## src/design/smt_pkg.sv

```systemverilog
// shared types and constants for the sorted multiset table
// used by smt_cell and sorted_multiset_table; no other dependencies
package smt_pkg;

  localparam int DEF_MAX_DISTINCT = 16;
  localparam int DEF_MAX_TOTAL    = 65535;

  localparam int VAL_W = 32;
  localparam int CNT_W = 16;

  localparam logic [1:0] REQ_ADD    = 2'd0;
  localparam logic [1:0] REQ_REMOVE = 2'd1;
  localparam logic [1:0] REQ_LOOKUP = 2'd2;

  localparam logic [1:0] ST_OK       = 2'd0;
  localparam logic [1:0] ST_NOTFOUND = 2'd1;
  localparam logic [1:0] ST_FULL     = 2'd2;

  // broadcast from the controller to every cell
  typedef struct packed {
    logic               cmp;
    logic               inc;
    logic               dec;
    logic               del;
    logic               ins;
    logic               descending;
    logic [VAL_W-1:0]   value;
  } ctrl_t;

  // handed from each cell to its right neighbor
  typedef struct packed {
    logic               seen_match;
    logic               seen_before;
    logic [CNT_W-1:0]   cnt;
  } chain_t;

endpackage

```

## src/design/sorted_multiset_table.sv

```systemverilog
// Sorted multiset table. A request goes through a compare and an update cycle. In the
// compare cycle every cell checks the request value against its entry for equality and
// order; in the update cycle the found flag, the current count and the insert point
// ripple down the cell chain, the cells bump, shift left for a removal or shift right
// for an insert, and the response is loaded into the output register. A new request is
// taken during the update cycle but never during the compare cycle; a stalled response
// holds the update cycle. MAX_DISTINCT, the chain length, sets the update critical path.
// top level: controller and the chain of smt_cell instances; depends on smt_pkg and smt_cell
module sorted_multiset_table #(
  parameter int MAX_DISTINCT = smt_pkg::DEF_MAX_DISTINCT,
  parameter int MAX_TOTAL    = smt_pkg::DEF_MAX_TOTAL
) (
  input  logic                      clk,
  input  logic                      rst,
  input  logic                      cfg_we,
  input  logic                      cfg_wdata,
  input  logic                      in_valid,
  output logic                      in_stall,
  input  logic [1:0]                req_type,
  input  logic signed [31:0]        item_value,
  output logic                      out_valid,
  input  logic                      out_stall,
  output logic [1:0]                status,
  output logic [15:0]               occurrences,
  output logic [15:0]               total_items
);

  localparam int UW = $clog2(MAX_DISTINCT + 1);
  localparam int VW = smt_pkg::VAL_W;
  localparam int CW = smt_pkg::CNT_W;

  localparam logic [1:0] S_IDLE = 2'd0;
  localparam logic [1:0] S_CMP  = 2'd1;
  localparam logic [1:0] S_UPD  = 2'd2;

  logic [1:0]    state;
  logic [1:0]    state_next;
  logic          descending;
  logic [1:0]    req;
  logic [VW-1:0] value;
  logic [UW-1:0] used;
  logic [CW-1:0] total;

  logic          accept;
  logic          out_blocked;
  logic          do_upd;

  smt_pkg::ctrl_t  ctrl;
  smt_pkg::chain_t chain [MAX_DISTINCT+1];
  logic [VW-1:0]   cell_val [MAX_DISTINCT];
  logic [CW-1:0]   cell_cnt [MAX_DISTINCT];
  logic [MAX_DISTINCT-1:0] cell_vld;
  logic [MAX_DISTINCT-1:0] cell_match;

  logic          found;
  logic [CW-1:0] cur_cnt;
  logic          full;
  logic [1:0]    status_c;
  logic [CW-1:0] occ_c;

  function automatic logic [1:0] ST_OK_SEL(input logic hit);
    return hit ? smt_pkg::ST_OK : smt_pkg::ST_NOTFOUND;
  endfunction

  assign out_blocked = out_valid && out_stall;
  assign do_upd      = (state == S_UPD) && !out_blocked;
  assign in_stall    = rst || (state == S_CMP) || ((state == S_UPD) && out_blocked);
  assign accept      = in_valid && !in_stall;

  always_comb begin
    state_next = state;
    case (state)
      S_IDLE: begin
        if (accept) state_next = S_CMP;
      end
      S_CMP: state_next = S_UPD;
      S_UPD: begin
        if (accept) state_next = S_CMP;
        else if (do_upd) state_next = S_IDLE;
      end
      default: state_next = S_IDLE;
    endcase
  end

  always_ff @(posedge clk) begin
    if (rst) begin
      state      <= S_IDLE;
      descending <= 1'b0;
    end else begin
      state <= state_next;
      if (cfg_we) descending <= cfg_wdata;
    end
  end

  always_ff @(posedge clk) begin
    if (accept) begin
      req   <= req_type;
      value <= item_value;
    end
  end

  // result of the chain walk
  assign found   = chain[MAX_DISTINCT].seen_match;
  assign cur_cnt = chain[MAX_DISTINCT].cnt;
  assign full    = (total >= CW'(MAX_TOTAL)) || (!found && (used == UW'(MAX_DISTINCT)));

  always_comb begin
    ctrl            = '0;
    ctrl.cmp        = (state == S_CMP);
    ctrl.descending = descending;
    ctrl.value      = value;
    status_c        = ST_OK_SEL(found);
    occ_c           = cur_cnt;
    case (req)
      smt_pkg::REQ_ADD: begin
        if (full) begin
          status_c = smt_pkg::ST_FULL;
        end else if (found) begin
          status_c = smt_pkg::ST_OK;
          ctrl.inc = do_upd;
          occ_c    = cur_cnt + 1'b1;
        end else begin
          status_c = smt_pkg::ST_OK;
          ctrl.ins = do_upd;
          occ_c    = CW'(1);
        end
      end
      smt_pkg::REQ_REMOVE: begin
        if (found) begin
          occ_c = cur_cnt - 1'b1;
          if (cur_cnt == CW'(1)) ctrl.del = do_upd;
          else ctrl.dec = do_upd;
        end
      end
      default: begin
      end
    endcase
  end

  always_ff @(posedge clk) begin
    if (rst) begin
      used  <= '0;
      total <= '0;
    end else if (do_upd) begin
      if (ctrl.ins) used <= used + 1'b1;
      else if (ctrl.del) used <= used - 1'b1;
      if (ctrl.ins || ctrl.inc) total <= total + 1'b1;
      else if (ctrl.del || ctrl.dec) total <= total - 1'b1;
    end
  end

  always_ff @(posedge clk) begin
    if (rst) begin
      out_valid <= 1'b0;
    end else if (do_upd) begin
      out_valid <= 1'b1;
    end else if (!out_stall) begin
      out_valid <= 1'b0;
    end
  end

  always_ff @(posedge clk) begin
    if (do_upd) begin
      status      <= status_c;
      occurrences <= occ_c;
      if (ctrl.ins || ctrl.inc) total_items <= total + 1'b1;
      else if (ctrl.del || ctrl.dec) total_items <= total - 1'b1;
      else total_items <= total;
    end
  end

  assign chain[0] = '0;

  for (genvar i = 0; i < MAX_DISTINCT; i++) begin : g_cell
    logic [VW-1:0] lv;
    logic [CW-1:0] lc;
    logic          lvl;
    logic [VW-1:0] rv;
    logic [CW-1:0] rc;
    logic          rvl;

    if (i == 0) begin : g_first
      assign lv  = '0;
      assign lc  = '0;
      assign lvl = 1'b0;
    end else begin : g_mid_l
      assign lv  = cell_val[i-1];
      assign lc  = cell_cnt[i-1];
      assign lvl = cell_vld[i-1];
    end

    if (i == MAX_DISTINCT - 1) begin : g_last
      assign rv  = '0;
      assign rc  = '0;
      assign rvl = 1'b0;
    end else begin : g_mid_r
      assign rv  = cell_val[i+1];
      assign rc  = cell_cnt[i+1];
      assign rvl = cell_vld[i+1];
    end

    smt_cell u_cell (
      .clk        (clk),
      .rst        (rst),
      .ctrl       (ctrl),
      .left_val   (lv),
      .left_cnt   (lc),
      .left_vld   (lvl),
      .right_val  (rv),
      .right_cnt  (rc),
      .right_vld  (rvl),
      .chain_in   (chain[i]),
      .chain_out  (chain[i+1]),
      .val        (cell_val[i]),
      .cnt        (cell_cnt[i]),
      .vld        (cell_vld[i]),
      .match_flag (cell_match[i])
    );
  end

  // valid entries (packed at the low end) match the fill count in number, at most MAX_DISTINCT
  a_used_matches_cells: assert property (@(posedge clk) disable iff (rst)
    ($countones(cell_vld) == 32'(used)) && (used <= UW'(MAX_DISTINCT)))
    else $error("fill count out of step with cell valid flags");

  a_single_match: assert property (@(posedge clk) disable iff (rst)
    (state == S_UPD) |-> $onehot0(cell_match))
    else $error("more than one cell holds the request value");

  a_total_bound: assert property (@(posedge clk) disable iff (rst)
    total <= CW'(MAX_TOTAL))
    else $error("item total above its limit");

  a_full_no_change: assert property (@(posedge clk) disable iff (rst)
    (do_upd && (status_c == smt_pkg::ST_FULL)) |=> ($stable(total) && $stable(used)))
    else $error("refused add changed the table");

  a_upd_follows_cmp: assert property (@(posedge clk) disable iff (rst)
    (state == S_CMP) |=> (state == S_UPD))
    else $error("compare cycle not followed by update");

endmodule

```

## src/design/smt_cell.sv

```systemverilog
// one entry of the sorted multiset table: value, count and valid flag
// depends on smt_pkg for ctrl_t, chain_t and field widths
module smt_cell (
  input  logic                      clk,
  input  logic                      rst,
  input  smt_pkg::ctrl_t            ctrl,
  input  logic [smt_pkg::VAL_W-1:0] left_val,
  input  logic [smt_pkg::CNT_W-1:0] left_cnt,
  input  logic                      left_vld,
  input  logic [smt_pkg::VAL_W-1:0] right_val,
  input  logic [smt_pkg::CNT_W-1:0] right_cnt,
  input  logic                      right_vld,
  input  smt_pkg::chain_t           chain_in,
  output smt_pkg::chain_t           chain_out,
  output logic [smt_pkg::VAL_W-1:0] val,
  output logic [smt_pkg::CNT_W-1:0] cnt,
  output logic                      vld,
  output logic                      match_flag
);

  logic match_q;
  logic before_q;
  logic match_c;
  logic before_c;

  always_comb begin
    match_c = vld && (val == ctrl.value);
    if (!vld) begin
      // empty cells sit after every value, so an insert lands on the first one
      before_c = 1'b1;
    end else if (ctrl.descending) begin
      before_c = $signed(ctrl.value) > $signed(val);
    end else begin
      before_c = $signed(ctrl.value) < $signed(val);
    end
  end

  always_ff @(posedge clk) begin
    if (rst) begin
      match_q  <= 1'b0;
      before_q <= 1'b0;
    end else if (ctrl.cmp) begin
      match_q  <= match_c;
      before_q <= before_c;
    end
  end

  assign chain_out.seen_match  = chain_in.seen_match | match_q;
  assign chain_out.seen_before = chain_in.seen_before | before_q;
  assign chain_out.cnt         = match_q ? cnt : chain_in.cnt;
  assign match_flag            = match_q;

  always_ff @(posedge clk) begin
    if (rst) begin
      vld <= 1'b0;
    end else if (ctrl.del && chain_out.seen_match) begin
      vld <= right_vld;
    end else if (ctrl.ins && chain_in.seen_before) begin
      vld <= left_vld;
    end else if (ctrl.ins && before_q) begin
      vld <= 1'b1;
    end
  end

  always_ff @(posedge clk) begin
    if (ctrl.inc && match_q) begin
      cnt <= cnt + 1'b1;
    end else if (ctrl.dec && match_q) begin
      cnt <= cnt - 1'b1;
    end else if (ctrl.del && chain_out.seen_match) begin
      val <= right_val;
      cnt <= right_cnt;
    end else if (ctrl.ins && chain_in.seen_before) begin
      val <= left_val;
      cnt <= left_cnt;
    end else if (ctrl.ins && before_q) begin
      val <= ctrl.value;
      cnt <= smt_pkg::CNT_W'(1);
    end
  end

endmodule

```

## config.mk

```make
export PLATFORM = sky130hd
export DESIGN_NAME = sorted_multiset_table
export DESIGN_NICKNAME = d
export VERILOG_FILES = /design/src/design/smt_pkg.sv /design/src/design/sorted_multiset_table.sv /design/src/design/smt_cell.sv
export SDC_FILE = /design/constraint.sdc
export NUM_CORES = 2
export LEC_CHECK = 0
export ABC_AREA = 1
export BUFFER_PORTS_ARGS = -buffer_cell sky130_fd_sc_hd__buf_2
export CORE_MARGIN = 2
export CORE_UTILIZATION = 70
export CTS_BUF_LIST = sky130_fd_sc_hd__clkbuf_16
export DETAILED_ROUTE_END_ITERATION = 6
export PLACE_DENSITY = 0.89
export SYNTH_ARGS = -nofsm -noshare
export SYNTH_HDL_FRONTEND = slang
export SYNTH_SLANG_ARGS = --single-unit
export TNS_END_PERCENT = 1
```

## constraint.sdc

```tcl
create_clock -name clk -period 9.3 [get_ports clk]
set_input_delay 0.465 -clock clk [delete_from_list [all_inputs] [get_ports clk]]
set_output_delay 0.465 -clock clk [all_outputs]
set_load 0.05 [all_outputs]
```

# == Word level (Yosys, flattened, before mapping) ==
# Index checks and enable logic that the tools add are counted.
# totals
reg_bits,909
input_bits,40
output_inout_bits,36
wordCells,654
# classes
addsub,38
order_cmp,33
eq_ne,24
muxes,246
n_bitwise,61
reduce_logical,162
# ops
op,count
$mux W16,100
$mux W32,46
$eq A32 B32 Y1,16
$gt A32 B32 Y1,16
$lt A32 B32 Y1,16
$add A16 B1 Y16 const B,18
$sub A16 B1 Y16 const B,18
$logic_and A1 B1 Y1,99
$mux W1,89
$reduce_bool A5 Y1,15
$reduce_and A3 Y1,16
$reduce_bool A3 Y1,15
$not A1 Y1,32
$pmux W16 S2,1
$or A1 B1 Y1,29
$eq A16 B1 Y1 const B,1
$ge A16 B16 Y1 const B,1
$mux W2,7
$mux W5,2
$pmux W2 S3,1
$reduce_bool A2 Y1,3
$add A5 B1 Y5 const B,1
$eq A5 B5 Y1 const B,1
$logic_or A1 B1 Y1,5
other kinds (11),16

# == Longest topological paths before layout ==
# depth
ltp_word,26
depth_mapped,33
mapped_depth_nobuf,31

# == By module ==
# From an unflattened synthesis, not the netlist that was laid out.
# hier_totals
hier_cells,10523
hier_area_um2,75428.6
# modules_own_cells
module,instances,cells_each,area_per_inst_um2,seq_area_each_um2
smt_cell (g_cell[0].u_cell ...),14,612,4356.7,1501.4
smt_cell (g_cell[8].u_cell ...),2,635,4468.0,1501.4
sorted_multiset_table,1,685,5499.0,2542.4

# == Worst setup path after synthesis ==
# OpenSTA, ideal clock, no wires.
# synth_path
path_type,reg2reg
start,register out_valid
end,register g_cell[14].u_cell.val[0] (netlist bit) (enable)
setup_time_ns,0.432
arrival_ns,5.123
required_ns,8.868
setup_slack_ns,3.745
stages_incl_launch_ff,12
path_buffers,2
synth_period_minus_slack_ns,5.555
path_cell_list,dfxtp_1 > nand2_1 > inv_1 > nor2_1 > inv_1 > nor2_1 > nand2_2 > inv_2 > buf_2 > nand3_2 > clkbuf_1 > a21oi_1
# synth_via
elab_chain_len,9
elab_cells_between_ends,22
cone_classes,10 x mux; 2 x bitwise; 10 x reduce/logical
# synth_lines
element,line_no,rtl
start: declaration,sorted_multiset_table.sv:21,"output logic out_valid,"
start signal: assignment,sorted_multiset_table.sv:154,out_valid <= 1'b0;
start signal: assignment,sorted_multiset_table.sv:156,out_valid <= 1'b1;
start signal: assignment,sorted_multiset_table.sv:158,out_valid <= 1'b0;
$logic_and A1 B1 Y1 (*),sorted_multiset_table.sv:65,assign out_blocked = out_valid && out_stall;
$logic_not A1 Y1 (*),sorted_multiset_table.sv:66,assign do_upd = (state == S_UPD) && !out_blocked;
$logic_and A1 B1 Y1 (*),sorted_multiset_table.sv:66,
named net do_upd,sorted_multiset_table.sv:46,logic do_upd;
"$mux W1, on equally long branches","sorted_multiset_table.sv:118, sorted_multiset_table.sv:131",
$mux W1 or $mux W2 (tied branches),"sorted_multiset_table.sv:116, sorted_multiset_table.sv:129",
$mux W1 or $mux W2 (tied branches),sorted_multiset_table.sv:114,case (req)
"$logic_and A1 B1 Y1, on equally long branches",-,
$reduce_bool A3 Y1 (no source line) or $not A1 Y1 (tied branches),-,
$reduce_and A3 Y1 (no source line) (*),-,
end signal: assignment,smt_cell.sv:71,val <= right_val;
end signal: assignment,smt_cell.sv:74,val <= left_val;
end signal: assignment,smt_cell.sv:77,val <= ctrl.value;
end: declaration,smt_cell.sv:15,"output logic [smt_pkg::VAL_W-1:0] val,"
# The timed path passes the listed nets; every way through them passes the cells marked *.
# A chain may end at the register's enable or synchronous reset.

# == Worst setup path in the final report ==
# layout_path
start,register g_cell[2].u_cell.match_q
end,register g_cell[2].u_cell.cnt[10] (netlist bit) (enable)
# layout_via
elab_chain_len,21
elab_cells_between_ends,48
cone_classes,1 x eq/ne; 24 x mux; 14 x bitwise; 9 x reduce/logical
# layout_lines
element,line_no,rtl
start: declaration,smt_cell.sv:21,logic match_q;
start signal: assignment,smt_cell.sv:43,match_q <= match_c;
"parallel branches: the longest is 20 deep, another holds $mux W16",-,
$reduce_bool A5 Y1 (no source line) (*),-,
end signal: assignment,smt_cell.sv:67,cnt <= cnt + 1'b1;
end signal: assignment,smt_cell.sv:69,cnt <= cnt - 1'b1;
end signal: assignment,smt_cell.sv:72,cnt <= right_cnt;
end: declaration,smt_cell.sv:16,"output logic [smt_pkg::CNT_W-1:0] cnt,"
# Every way passes the cells marked *.

==> flow_summary.json <==
{
  "routed_via_density": 6.52,
  "rsz0062_at_grt": "no",
  "drtIter0Drc": 9480,
  "cts-buffers-inserted": 100,
  "grt_pass1_wl_um": 337000,
  "fin_nets": 9437,
  "cts_buffer_depth": 3,
  "postCtsSetupRepairBufs": 0,
  "holdPathStages": 3,
  "finalInstanceArea_sq_mm": 0.0748,
  "hold_viol": 0,
  "crit_fanout": 71,
  "final_antenna_net_count": 0,
  "async_reset_ff_share_pct": 0,
  "vias": 66600,
  "finalCritPeriodShare_pct": 78.5,
  "pwr_density_cell_mw_per_mm2": 124,
  "hpwl_um": 154000,
  "wl_per_cell_um": 21.0,
  "crit_arrival_ps": 7620,
  "mostFrequentLayoutCell": "nand2_1",
  "path_common_cell": "nor2_4",
  "holdCritStartpoint": "out_stall",
  "drc": 0,
  "cts_max_level": 3,
  "hold_buffers": 36,
  "crit_path_top_delay_cell": "dfxtp_1",
  "setup.worst_path.start_class": "register",
  "io_buffers": 75,
  "p_leak_nw": 31.0,
  "finalMaxSlewViolations": 0,
  "io_pins": 76,
  "r2r-start": "g_cell[2].u_cell.match_flag",
  "outcome": "finished, final reports clean",
  "cts.sinks": 909,
  "ctsResizeCount": 0,
  "rows": 116,
  "cp_slowest_stage_delay_ps": 1000,
  "areaGrowthSynthToFinish_pct": 6.35,
  "synthDistinctLibCells": 64,
  "synth_edf_count": 836,
  "yosysWarningCount": 0,
  "yosysSeqAreaShare_pct": 37.8,
  "wl_um": 215000,
  "antennaDiodeCount": 0,
  "clockRootBuffer": "clkbuf_16",
  "clkTransAtPathRegs_ps": 60,
  "layout_min_cycle_time_ps": 7300,
  "r2r_cells": 24,
  "synth_ff_type": "edfxtp_1",
  "fin_worst_skew_ps": 42.1,
  "cts_tree": "built",
  "core-area_sq_mm": 0.0999,
  "setup_tns_ps": 0,
  "slew_headroom_pct": 13.4,
  "critPathRequiredTime_ps": 9630,
  "worstSkewPairLatency_ps": 730,
  "timing.rr.end": "g_cell[2].u_cell.cnt[10]",
  "die_y_um": 321,
  "worstSetupPathType": "reg2reg",
  "grt_usage_pct": 40.8,
  "final_cell_mix": "nand2_1 (2124), inv_1 (1095), edfxtp_1 (836)",
  "critPathCaptureType": "register",
  "grt_max_degree": 174,
  "fp.dieArea_sq_mm": 0.103,
  "setup_viol": 0,
  "path_cells": "inv_2, nand2_4, nor2_4, nand2_4, nor2_4, nand2_2, nor2_4, nand2_4, nor2_4, nand2_2, nor2_4, nand2_4, nor2_4, nand2_4, nor2_8, nand3_2, nand2_2, inv_2, nand3_2, buf_4, nor2_4, buf_4, inv_1, nand3_1",
  "maxCapViolations": 0,
  "postSynthCellCount": 9054,
  "synth_area_sq_mm": 0.0703,
  "firstDrtPassIters": 7,
  "antenna_found_initial": 0,
  "min_path_type": "in2reg",
  "gp_congestion": 1.02,
  "hold_path_end": "out_valid",
  "initial_core_util_pct": 70.4,
  "reg2reg_slack_ps": 2000,
  "tightestPinTransition_ps": 1290,
  "clock.fmax_ghz": 0.137,
  "startpoint": "g_cell[2].u_cell.match_flag",
  "first_global_vias": 61700,
  "syn_nets": 9648,
  "irDropWorstVdd_uv": 167,
  "fill_cells": 7350,
  "die_x_um": 321,
  "post_dp_cell_area_sq_mm": 0.0710,
  "ys_seq_elements": 909,
  "drive_above_1_share_pct": 5.22,
  "avgSynthCellArea_sq_um": 7.77,
  "grt-ovfl-total": 0
}
[critical path: cells and delay by family, from the launching register on]
kind	cells	cell delay [ps]
buffers and inverters	5	1750
DFF	1	1000
and+or+nand+nor	19	4100
[worst max-delay path by stage]
stage / depth (start not counted) / to / slack (ps)
2_1_floorplan: 11 / g_cell[14].u_cell.val[0] / 3740
3_3_place_gp: 24 / g_cell[2].u_cell.cnt[10] / 2420
3_5_place_dp: 24 / g_cell[2].u_cell.cnt[10] / 2280
4_1_cts: 24 / g_cell[2].u_cell.cnt[10] / 2250
5_1_grt: 24 / g_cell[2].u_cell.cnt[10] / 1610
6_report: 24 / g_cell[2].u_cell.cnt[10] / 2000
[power by group]
part / internal (mW) / total [mW] / leakage [nW] / switching [mW]
registers: 4.48 / 4.52 / 8.23 / 0.0359
clock network: 2.33 / 4.13 / 1.71 / 1.79
logic: 0.232 / 0.659 / 21.1 / 0.427
total: 7.05 / 9.31 / 31.0 / 2.26
[cells in the mapped netlist (108+ instances only)]
master	number	share of area [%]
nand3_1	597	4.2
a21oi_1	403	2.9
ha_1	553	9.8
nor2_1	450	2.4
o211ai_1	473	5.1
edfxtp_1	836	36
nand2_1	2125	11
nor3_1	152	1.1
buf_2	108	0.77
inv_1	1075	5.7
o21ai_1	112	0.80
o21ai_0	662	4.7
xor2_1	338	4.2
clkbuf_1	347	1.9
nand4_1	302	2.7
[per-stage QoR]
stage          hold slack, ps  util (%)  power (mW)  worst slack (ps)  instances
3_5_place_dp              452      71.1        5.22              2280      10000
3_3_place_gp              423      71.1        5.18              2420      10000
4_1_cts                  25.8      74.9        9.27              2250      10200
5_1_grt                  80.4      74.9        9.52              1610      10200
2_1_floorplan             414         -        5.03              3740       9054
6_report                 67.8      74.9        9.31              2000      10200
[kinds of logic (layout without fill, tap and decap cells)]
group	after synthesis	in the layout	synth area share, %
flops	909	909	37.8
fa+ha+maj	554	554	9.87
xor+xnor	363	363	4.52
simple gates	3779	3779	23.4
compound gates	1806	1806	15.3
buf+inv	1643	1514	9.16
[registers in the layout, summed over array words and instances, names as in the netlist, 5 cells and up]
| signal | cells |
|---|---|
| total_items | 16 |
| g_cell.u_cell.cnt | 256 |
| g_cell.u_cell.val | 512 |
| g_cell.u_cell.vld | 16 |
| g_cell.u_cell.match_flag | 16 |
| value | 32 |
| total | 16 |
| occurrences | 16 |
| g_cell.u_cell.before_q | 16 |
| used | 5 |
[metal layers]
metal  vias up  wire, um  global-route usage, %
li1      30800         -                      -
met1     30700     83400                   56.1
met2      4446     95800                   63.7
met3       711     24300                   5.73
met4         0     11300                   19.9
met5         -         0                      0
[area by class of cell]
class                           instances  area, sq um  area share, %
Multi-Input combinational cell       6502        37500           50.1
Clock inverter                         75          639          0.855
Timing Repair Buffer                  224         1600           2.14
Clock buffer                          109         2730           3.65
Tap cell                             1298         1620           2.17
Inverter                             1106         4150           5.55
Sequential cell                       909        26600           35.5
Note: power is estimated with default switching activity, not from simulation.
